--- src/hw/rtl/erez_pkg.sv ---
package erez_pkg;

   localparam int DEN_BITS = 12;
   localparam logic [11:0] FIELD_MASK = 12'((1 << DEN_BITS) - 1);
   localparam int QUEUE_DEPTH = 4;

   typedef enum logic [3:0] {
      EASE_LINEAR,
      EASE_QUAD_IN,
      EASE_QUAD_OUT,
      EASE_QUAD_INOUT,
      EASE_CUBIC_IN,
      EASE_CUBIC_OUT,
      EASE_CUBIC_INOUT,
      EASE_QUART_IN,
      EASE_QUART_OUT,
      EASE_QUART_INOUT,
      EASE_QUINT_IN,
      EASE_QUINT_OUT,
      EASE_QUINT_INOUT,
      EASE_BOUNCE_IN,
      EASE_BOUNCE_OUT,
      EASE_BOUNCE_INOUT
   } ease_type;

   typedef struct packed {
      logic [3:0]  easing;
      logic [11:0] numerator;
      logic [11:0] denominator;
   } req_type;

   typedef struct packed {
      logic [59:0] eased_numerator;
      logic [59:0] eased_denominator;
      logic        error;
   } rsp_type;

   // One classified item: result = sub ? (Q*ofs - v) : (v + add*Q*ofs), den = Q << rd_sh,
   // where v is P << sh for a power curve and c1*P + c2*Q for a bounce.
   typedef struct packed {
      logic        err;
      logic        bounce;
      logic [2:0]  pw;
      logic [2:0]  sh;
      logic [8:0]  c1;
      logic [5:0]  c2;
      logic        sub;
      logic        add;
      logic        ofs64;
      logic [2:0]  rd_sh;
      logic [16:0] base;
      logic [11:0] den;
   } cmd_type;

endpackage

--- src/hw/rtl/erez_queue.sv ---
module erez_queue
   import erez_pkg::*;
(
   input  logic    clock,
   input  logic    reset,
   input  logic    push,
   input  cmd_type push_data,
   output logic    not_full,
   input  logic    pop,
   output logic    not_empty,
   output cmd_type head
);

   localparam int PW = $clog2(QUEUE_DEPTH);

   cmd_type         mem_ff [QUEUE_DEPTH];
   logic [PW-1:0]   wr_ff, wr_in, rd_ff, rd_in;
   logic [PW:0]     cnt_ff, cnt_in;
   logic            do_push, do_pop;

   always_comb begin
      not_full  = cnt_ff != (PW+1)'(QUEUE_DEPTH);
      not_empty = cnt_ff != '0;
      do_push   = push && not_full;
      do_pop    = pop && not_empty;
      wr_in     = do_push ? wr_ff + 1'b1 : wr_ff;
      rd_in     = do_pop ? rd_ff + 1'b1 : rd_ff;
      cnt_in    = cnt_ff + (PW+1)'(do_push) - (PW+1)'(do_pop);
      head      = mem_ff[rd_ff];
   end

   always_ff @(posedge clock) begin
      if (reset) begin
         wr_ff  <= '0;
         rd_ff  <= '0;
         cnt_ff <= '0;
      end else begin
         wr_ff  <= wr_in;
         rd_ff  <= rd_in;
         cnt_ff <= cnt_in;
      end
   end

   always_ff @(posedge clock) begin
      if (do_push) begin
         mem_ff[wr_ff] <= push_data;
      end
   end

endmodule

--- config.mk ---
export PLATFORM = sky130hd
export DESIGN_NAME = erez_queue
export DESIGN_NICKNAME = d
export VERILOG_FILES = /design/src/hw/rtl/erez_pkg.sv /design/src/hw/rtl/erez_queue.sv
export SDC_FILE = /design/constraint.sdc
export NUM_CORES = 1
export LEC_CHECK = 0
export ABC_AREA = 1
export BUFFER_PORTS_ARGS = -buffer_cell sky130_fd_sc_hd__buf_2
export CORE_MARGIN = 4
export CORE_UTILIZATION = 48
export DETAILED_ROUTE_END_ITERATION = 8
export PLACE_DENSITY_LB_ADDON = 0.15
export SYNTH_ARGS = -nofsm -noshare
export SYNTH_HDL_FRONTEND = slang
export SYNTH_SLANG_ARGS = --single-unit
export TNS_END_PERCENT = 100
--- constraint.sdc ---
create_clock -name clock -period 8.8 [get_ports clock]
set_clock_uncertainty 0.2 [all_clocks]
set_input_delay 0.44 -clock clock [delete_from_list [all_inputs] [get_ports clock]]
set_output_delay 0.44 -clock clock [all_outputs]
set_load 0.005 [all_outputs]
==> key figures <==
Clock network
  – Max clock buf depth: 3
  – Setup bufs post-CTS: 0
  – Clock root cell: clkbuf_16
  – Hold buffer count at CTS: slightly below 60
  – Clock transition at path regs: 60 ps
  – CTS tree: yes
  – Clock Latency Late Sink: a little over 500 ps
  – TritonCTS Buffers: 24
  – Cts repair resizes: 0
  – Sink Count: between 200 and 250
  – Htree depth: 1

STA
  – F_max: 279 MHz
  – Final setup TNS: 0 ps
  – Rel. slew slack: between 20% and 30%
  – Final setup violation count: 0
  – RSZ-0062 raised after global routing: false
  – Final-report hold violation count: 0
  – Pin slew with the least headroom to its limit: 1180 ps
  – Final Cycle Share: approximately two fifths
  – Slew Viols, Final: 0
  – Shortest period the worst path allows: around 3600 ps

Setup path
  – Worst-path maximum fanout: roughly 120
  – CP Class: reg -> out
  – CP cell instances: inv_6 -> o21ai_0 -> o22ai_1 -> buf_2
  – Worst R2R Path Depth: 10
  – Worst Setup EP: head[20]
  – Worst Setup Start Kind: flop
  – Reg2reg start: cnt_ff[1]
  – Worst Setup End Kind: output pin
  – CP required: just over 8000 ps
  – Largest stage delay, worst path: about 1100 ps
  – Worst EP arrival: slightly below 3000 ps
  – Flop2flop setup slack: just over 6000 ps
  – CP max-delay cell: dfxtp_4
  – FF-to-FF End: cnt_ff[2]

Finish
  – Final nets: approximately 870
  – Share of layout cells above drive strength 1: 23.0%
  – Area growth syn-to-layout: 23.8%
  – Number of diodes: 0
  – Fin cells: 1052

Run status
  – Status: finished, final reports clean

Yosys
  – Library cells used by synthesis: 26
  – Syn nets: slightly below 700
  – Synth Instances: 626
  – Yosys reg bits: about 240
  – Netlist area before placement: approximately 9000 um2
  – Post-synthesis sequential area ratio: 78.1%
  – Post-Syn Area per Cell: 14.6 um2
  – Synth Warn #: 0

Power and ir drop
  – Leak Pwr: 0.00402 uW
  – VDD IR max: roughly 0.14 mV
  – P per Cell Area: 283 nW/um2

Die
  – Die Ht: between 100 and 150 um
  – Die width: approximately 150 um
  – Core area: 18700 um2
  – Die area: approximately 21000 um2
  – Row cnt: 50
  – Effective utilization at floorplan: a little under 50%
  – Ports: approximately 120

Global route
  – Global-route wire length before repair: approximately 30000 um
  – Vias in the first global route: 5774
  – Largest net degree at the start of global routing: 118
  – GRT overflow: 0
  – Initial antenna violation count: 1
  – GRT Util Overall: between 10% and 20%

Routing
  – Post-DR wirelength/cell: about 18 um
  – Vias per std cell: between 5 and 6
  – Vias: 5627
  – DRT Wirelength: 19300 um
  – Antenna-violating nets left: 0
  – DR pass1 iterations: 4
  – Post-route DRC violation count: 0
  – DR iter-0 viols: between 400 and 500

Place
  – Routability-driven placement congestion ratio: approximately 0.70
  – Placed cells: 949
  – Final HPWL DP: around 10000 um
  – I/O Buffers: approximately 120

Worst hold path
  – Worst min path class: in -> reg

Run
  – Total of max-cap violations: 0
==> kinds of logic after synthesis <==
logic type      synth area share (%)
simple gates                    6.22
compound gates                  10.9
fa+ha+maj                       1.04
flops                           78.1
buf+inv                         3.72
==> worst max-delay path, delay by kind of cell (launching register included) <==
| kind | cells | cell delay (ps) |
|---|---|---|
| DFF | 1 | 1120 |
| AOI/OAI and AO/OA | 2 | 510 |
| buffers and inverters | 2 | 700 |
==> worst min path at each step <==
stage,startpoint,cells past startpoint,end
6_report,pop,3,flop
5_1_grt,pop,3,flop
4_1_cts,pop,3,flop
3_5_place_dp,rd_ff[0],2,flop
3_3_place_gp,rd_ff[0],2,rd_ff[0]
2_1_floorplan,rd_ff[0],2,flop
==> routing by layer <==
| layer | wire [um] | global-route usage (%) | vias up |
|---|---|---|---|
| met4 | 289 | 4.70 | 2 |
| li1 | - | - | 2677 |
| met1 | 8250 | 22.9 | 2792 |
| met2 | 9810 | 31.4 | 132 |
| met3 | 996 | 3.20 | 24 |
| met5 | 7 | 0 | - |
==> Yosys cell counts <==
master    count  share of area, %
nor2_2       10              0.68
buf_6         7              0.86
clkbuf_8      1              0.15
a21oi_1       4              0.22
edfxtp_1    232                76
clkbuf_4      7              0.57
buf_8         1              0.16
buf_2         8              0.44
fa_1          1              0.22
buf_4         1             0.082
o22ai_1      56               3.8
o22ai_2       2              0.27
a21boi_0      2              0.16
clkbuf_1      6              0.25
inv_2         1             0.041
inv_6         1             0.096
dfxtp_1       9               2.0
nor2_1      119               4.9
inv_1        14              0.57
clkbuf_2      5              0.27
o21ai_1       6              0.33
buf_12        1              0.22
o21ai_0     111               6.1
nand2_1      12              0.49
ha_1          6              0.82
nand3_1       3              0.16
==> per-stage QoR <==
| stage | power (uW) | instance area [um2] | utilization [%] | hold slack (ps) | setup slack [ps] |
|---|---|---|---|---|---|
| 6_report | 3210 | 11300 | 60.6 | 40.5 | 5220 |
| 5_1_grt | 3370 | 11300 | 60.6 | 42.9 | 4930 |
| 4_1_cts | 3240 | 11300 | 60.6 | 28.7 | 5190 |
| 3_5_place_dp | 2100 | 9840 | 52.6 | 266 | 5730 |
| 3_3_place_gp | 2080 | 9840 | 52.6 | 262 | 5820 |
| 2_1_floorplan | 1860 | 9150 | - | 248 | 4940 |
==> power by group <==
group | switching, uW | total (uW) | internal, uW
registers | 75.7 | 1480 | 1400
logic | 382 | 609 | 227
clock network | 418 | 1120 | 703
total | 875 | 3210 | 2330
==> cell type report <==
type	count	area [um2]
multi-input combinational	332	1690
tap	234	293
fill	1404	7380
clock inverter	18	255
sequential	241	7150
inverter	16	65.1
timing repair buffer	185	1230
clock buffer	26	639
==> registers in the layout, summed over array words and instances, names as in the netlist, named ones only <==
register and cells:
rd_ff 2, mem_ff 232, cnt_ff 3, wr_ff 2
==> cells in the final DEF (no fill, tap or decap), types with 5 or more instances in the layout <==
cell	n
edfxtp_1	232
nor2_2	10
bufinv_16	6
o22ai_1	56
dfxtp_1	7
inv_1	14
o21ai_0	111
buf_4	5
nor2_1	115
buf_2	121
o21ai_1	6
nand2_1	12
dlygate4sd3_1	59
clkbuf_16	25
ha_1	6
(Power assumes the default switching activity.)
