--- config.mk ---
export PLATFORM = sky130hd
export DESIGN_NAME = erez_front
export DESIGN_NICKNAME = d
export VERILOG_FILES = /design/src/hw/rtl/erez_pkg.sv /design/src/hw/rtl/erez_front.sv
export SDC_FILE = /design/constraint.sdc
export NUM_CORES = 1
export LEC_CHECK = 0
export BUFFER_PORTS_ARGS = -buffer_cell sky130_fd_sc_hd__buf_2
export CORE_AREA = 2 2 187 189
export DETAILED_ROUTE_END_ITERATION = 12
export DIE_AREA = 0 0 189 191
export GPL_TIMING_DRIVEN = 0
export PLACE_DENSITY_LB_ADDON = 0.05
export REMOVE_ABC_BUFFERS = 1
export SLEW_MARGIN = 20
export SYNTH_ARGS = -nofsm -noshare
export SYNTH_HDL_FRONTEND = slang
export SYNTH_SLANG_ARGS = --single-unit
export TNS_END_PERCENT = 5
--- constraint.sdc ---
create_clock -name vclk -period 17.4
set_input_delay 3.48 -clock vclk [all_inputs]
set_output_delay 3.48 -clock vclk [all_outputs]
set_load 0.05 [all_outputs]
--- src/hw/rtl/erez_pkg.sv ---
package erez_pkg;

   localparam int DEN_BITS = 12;
   localparam logic [11:0] FIELD_MASK = 12'((1 << DEN_BITS) - 1);
   localparam int QUEUE_DEPTH = 4;

   typedef enum logic [3:0] {
      EASE_LINEAR,
      EASE_QUAD_IN,
      EASE_QUAD_OUT,
      EASE_QUAD_INOUT,
      EASE_CUBIC_IN,
      EASE_CUBIC_OUT,
      EASE_CUBIC_INOUT,
      EASE_QUART_IN,
      EASE_QUART_OUT,
      EASE_QUART_INOUT,
      EASE_QUINT_IN,
      EASE_QUINT_OUT,
      EASE_QUINT_INOUT,
      EASE_BOUNCE_IN,
      EASE_BOUNCE_OUT,
      EASE_BOUNCE_INOUT
   } ease_type;

   typedef struct packed {
      logic [3:0]  easing;
      logic [11:0] numerator;
      logic [11:0] denominator;
   } req_type;

   typedef struct packed {
      logic [59:0] eased_numerator;
      logic [59:0] eased_denominator;
      logic        error;
   } rsp_type;

   // One classified item: result = sub ? (Q*ofs - v) : (v + add*Q*ofs), den = Q << rd_sh,
   // where v is P << sh for a power curve and c1*P + c2*Q for a bounce.
   typedef struct packed {
      logic        err;
      logic        bounce;
      logic [2:0]  pw;
      logic [2:0]  sh;
      logic [8:0]  c1;
      logic [5:0]  c2;
      logic        sub;
      logic        add;
      logic        ofs64;
      logic [2:0]  rd_sh;
      logic [16:0] base;
      logic [11:0] den;
   } cmd_type;

endpackage

--- src/hw/rtl/erez_front.sv ---
module erez_front
   import erez_pkg::*;
(
   input  req_type req_data,
   output cmd_type cmd
);

   logic [11:0] n, d, dmn;
   logic        half;
   logic [12:0] n2;
   logic [11:0] x;
   logic [15:0] e, d4, d8, d10, d6, d9;
   logic [16:0] x22, d21;
   logic [1:0]  kind;
   logic [2:0]  p;

   always_comb begin
      n    = req_data.numerator & FIELD_MASK;
      d    = req_data.denominator & FIELD_MASK;
      dmn  = d - n;
      n2   = {n, 1'b0};
      half = n2 < {1'b0, d};

      cmd        = '0;
      cmd.den    = d;
      cmd.err    = n > d;
      kind       = 2'd0;
      p          = 3'd1;
      x          = n;

      case (ease_type'(req_data.easing))
         EASE_LINEAR:       begin p = 3'd1; kind = 2'd0; end
         EASE_QUAD_IN:      begin p = 3'd2; kind = 2'd0; end
         EASE_QUAD_OUT:     begin p = 3'd2; kind = 2'd1; end
         EASE_QUAD_INOUT:   begin p = 3'd2; kind = 2'd2; end
         EASE_CUBIC_IN:     begin p = 3'd3; kind = 2'd0; end
         EASE_CUBIC_OUT:    begin p = 3'd3; kind = 2'd1; end
         EASE_CUBIC_INOUT:  begin p = 3'd3; kind = 2'd2; end
         EASE_QUART_IN:     begin p = 3'd4; kind = 2'd0; end
         EASE_QUART_OUT:    begin p = 3'd4; kind = 2'd1; end
         EASE_QUART_INOUT:  begin p = 3'd4; kind = 2'd2; end
         EASE_QUINT_IN:     begin p = 3'd5; kind = 2'd0; end
         EASE_QUINT_OUT:    begin p = 3'd5; kind = 2'd1; end
         EASE_QUINT_INOUT:  begin p = 3'd5; kind = 2'd2; end
         EASE_BOUNCE_IN:    begin p = 3'd2; kind = 2'd3; x = dmn; end
         EASE_BOUNCE_OUT:   begin p = 3'd2; kind = 2'd3; x = n; end
         EASE_BOUNCE_INOUT: begin
            p = 3'd2;
            kind = 2'd3;
            x = half ? 12'({1'b0, d} - n2) : 12'(n2 - {1'b0, d});
         end
         default:           begin p = 3'd1; kind = 2'd0; end
      endcase

      e   = 16'(x) * 16'd11;
      d4  = 16'(d) << 2;
      d8  = 16'(d) << 3;
      d10 = 16'(d) * 16'd10;
      d6  = 16'(d) * 16'd6;
      d9  = 16'(d) * 16'd9;
      x22 = 17'(x) * 17'd22;
      d21 = 17'(d) * 17'd21;

      cmd.pw = p;
      case (kind)
         2'd0: begin
            cmd.base = 17'(n);
         end
         2'd1: begin
            cmd.base = 17'(dmn);
            cmd.sub  = 1'b1;
         end
         2'd2: begin
            cmd.base = half ? 17'(n) : 17'(dmn);
            cmd.sub  = !half;
            cmd.sh   = p - 3'd1;
         end
         default: begin
            cmd.bounce = 1'b1;
            cmd.ofs64  = 1'b1;
            if (e < d4) begin
               cmd.base = 17'(x);
               cmd.c1   = 9'd484;
               cmd.c2   = 6'd0;
            end else if (e < d8) begin
               cmd.base = 17'((e >= d6) ? e - d6 : d6 - e);
               cmd.c1   = 9'd4;
               cmd.c2   = 6'd48;
            end else if (e < d10) begin
               cmd.base = 17'((e >= d9) ? e - d9 : d9 - e);
               cmd.c1   = 9'd4;
               cmd.c2   = 6'd60;
            end else begin
               cmd.base = (x22 >= d21) ? x22 - d21 : d21 - x22;
               cmd.c1   = 9'd1;
               cmd.c2   = 6'd63;
            end
            case (ease_type'(req_data.easing))
               EASE_BOUNCE_IN: begin
                  cmd.sub   = 1'b1;
                  cmd.rd_sh = 3'd6;
               end
               EASE_BOUNCE_OUT: begin
                  cmd.rd_sh = 3'd6;
               end
               default: begin
                  cmd.sub   = half;
                  cmd.add   = !half;
                  cmd.rd_sh = 3'd7;
               end
            endcase
         end
      endcase
   end

endmodule

==> impl_summary.md <==
Status
The run finished with clean final reports.

Floorplan
The horizontal die dimension is 189 um. The number of rows in the core area is a little under 70. From bottom edge to top edge, the die measures 191 um. The area enclosed by the die boundary is 0.03610 mm^2.

The number of top-level pins is 86. The initial cell density of the core is 34.40%. The total core area is 0.03412 mm^2.

Final layout
The filler cells instantiated in the layout total 3,727. The area used by sequential logic in the layout is 0 um^2. In the final design database the tool counted 1,952 nets. The antenna cell count is 0.

The number of flip-flops and latches is 0. The multi-input combinational cells in the finished layout cover a total of 0.01070 mm^2. The proportion of layout cells with a drive suffix above 1 is 10.52%. The final non-filler cell area is between 0.01 and 0.015 mm^2.

The clock buffer count is 0. The final core utilization is 37.31%. The area growth from synthesis to final layout is 8.443%.

Worst setup path
The critical path's top delay family is compound AO/OA/AOI/OAI gates. Of all nets on the critical path, the largest fanout is 12. STA classifies the critical path startpoint as an input pin.

The required time at the worst-slack endpoint is 13,920 ps. STA classifies the critical path endpoint as an output port. The cell with the biggest individual delay on the critical path is xnor2_1. At the worst endpoint, the arrival time is 13,230 ps. The worst setup path is of the input pin to output port kind. On the worst path, the slowest cell contributes a delay of 640 ps. The most repeated library cell on the critical path is ha_1.

The number of buffers and inverters on the critical path is 4.

Global route
The initial antenna violation count is 0. The via count of the first global-routing pass is 11,400. The first-pass GRT wire length is 68,280 um. Entering global routing, the biggest net connects 21 pins. The final global-route overflow total is 0.

Global routing used 24.67% of the available tracks.

STA
For the final routed database, the setup TNS stands at 0 ps. For the pin with the worst max-slew slack, the measured transition is 1142 ps. The number of hold-slack violations in the final timing report is 0.

For this run, the top clock speed supported by timing is 0.05985 GHz. The number of endpoints failing setup at the final stage is 0. The share of the clock period used by the worst path is 96.03%.

Headroom to the max-slew limit came out at 23.35%. The clock period could shrink to ~17,000 ps. Setup repair after global routing left no endpoint under its margin. The max-slew violation count was 0.

Clock network
For this design, the CTS-stage hold fixing added 0 buffers.

Pwr
Summed over all cells, the static leakage comes to 6.337 nW. The worst vdd rail ir drop is about 0.07 mV. Dividing total power by cell area gives a power density of 206.8 mW/mm^2.

Route
The routed length per instance is 21.78 um. After detailed routing, the number of remaining DRC violations is 0. In this run the remaining antenna-violating nets after routing total 0.

The routed layout has 11,930 vias. The pre-antenna-repair detailed-routing pass consisted of 6 iterations. The final layout contains routed wiring with a total length of 45,710 um. The number of violations reported at the end of detailed-routing iteration 0 is 852.

The average vias per placed instance is 5.681.

Yosys
The total number of yosys warnings is 0. Synthesis handed over a netlist of 1,608 instances. The share of the yosys chip area belonging to registers is 0%.

The number of unique standard cell types used by synthesis is 87. After synthesis the cells add up to 0.01174 mm^2. In this run the mean area of a mapped cell was 7.299 um^2.

Place
The number of input and output port buffers inserted is 83. The detailed placement HPWL is approximately 38,000 um. At the end of routability-driven placement, the weighted congestion stood at 0.9172. The total cell area at the placement stage is 0.01245 mm^2.

Job
The number of max-cap violations is 0.

Min path
The class of the tightest hold or removal check is input pin to output port.
metal layers:
layer / up-vias / GRT usage, % / share of wire (%)
li1: 5863 / - / -
met3: 47 / 1.010 / 3.9
met4: 0 / 4.447 / 2.5
met1: 5726 / 34.59 / 48
met5: - / 0 / 0
met2: 289 / 42.22 / 46
logic make-up (layout without fill, tap and decap cells):
kind of cell / count (synthesis) / in the layout / synth area share (%)
and+or+nand+nor: 365 / 365 / 15.36
muxes: 49 / 49 / 4.285
AOI/OAI and AO/OA: 512 / 512 / 29.42
adders and majority gates: 288 / 288 / 32.66
other: 1 / 3 / 0.03195
xor gates and xnor gates: 105 / 105 / 7.952
buffers and inverters: 288 / 322 / 10.29
cell type report:
| class | count | area share [%] |
|---|---|---|
| inverters | 214 | 6.458 |
| multi-input cells | 1322 | 84.09 |
| well taps | 455 | 4.473 |
| repair buffers | 108 | 4.974 |
metrics by stage:
| stage | total power (W) | setup WS [ps] | hold slack, ps | cells |
|---|---|---|---|---|
| 2_1_floorplan | 0.001819 | 1086 | 6960 | 1536 |
| 3_3_place_gp | 0.002509 | -2914 | 7478 | 2074 |
| 3_5_place_dp | 0.002535 | -1505 | 7480 | 2077 |
| 4_1_cts | 0.002570 | -96.75 | 7479 | 2081 |
| 5_1_grt | 0.002864 | 36.12 | 7490 | 2099 |
| 6_report | 0.002633 | 690.3 | 7477 | 2099 |
where the power goes:
part           total, W  internal, W  switching, W
combinational   0.00263     0.000978       0.00165
sequential            0            0             0
clock                 0            0             0
cell usage in the layout (no fill, tap or decap), types with 22 or more instances in the layout:
cell type | Yosys | routed
nand2_1 | 97 | 96
nor2_1 | 83 | 82
buf_4 | 27 | 22
mux2i_1 | 42 | 42
nor3_1 | 33 | 31
o21ai_0 | 97 | 93
nor2b_1 | 25 | 25
buf_2 | 8 | 82
inv_1 | 212 | 207
a21oi_1 | 130 | 128
fa_1 | 34 | 34
ha_1 | 244 | 244
xnor2_1 | 72 | 69
a21o_1 | 48 | 48
xor2_1 | 32 | 31
nand3_1 | 31 | 30
synth_stat cells (12+ instances only):
cell      number  area share (%)
buf_4         27             1.7
xor2_1        32             2.4
xnor2_1       72             5.4
nor3_1        33             1.4
a211o_1       12            0.90
o21bai_1      19             1.2
o22ai_1       15            0.80
nand3_1       31             1.3
nor2b_1       25             1.3
a211oi_1      18             1.2
clkbuf_1      36             1.2
o221ai_1      18             1.3
o211ai_1      17             1.1
nand2b_1      14            0.75
a31oi_1       19             1.0
inv_1        212             6.8
mux2i_1       42             3.6
a21oi_1      130             5.5
nor2_1        83             2.7
o21a_1        19             1.2
o21ai_0       97             4.1
a21o_1        48             3.1
nand2_1       97             3.1
fa_1          34             5.8
ha_1         244              26
and3_1        18            0.96
path summary, 6_finish.rpt:
kind / startpoint / to / slack [ps] / cells past startpoint
worst max-delay path: req_data[1] / cmd[21] / 690 / 34
worst min-delay path: req_data[3] / cmd[3] / 7480 / 2
timing repair:
action | 4_1_cts | 5_1_grt
resized for setup | 12 | 15
buffers inserted | 4 | 18
setup endpoints to repair | 27 | 19
pin swaps | 2 | 2
cloned | 0 | 0
No activity file was read; power rests on OpenSTA's default activity.
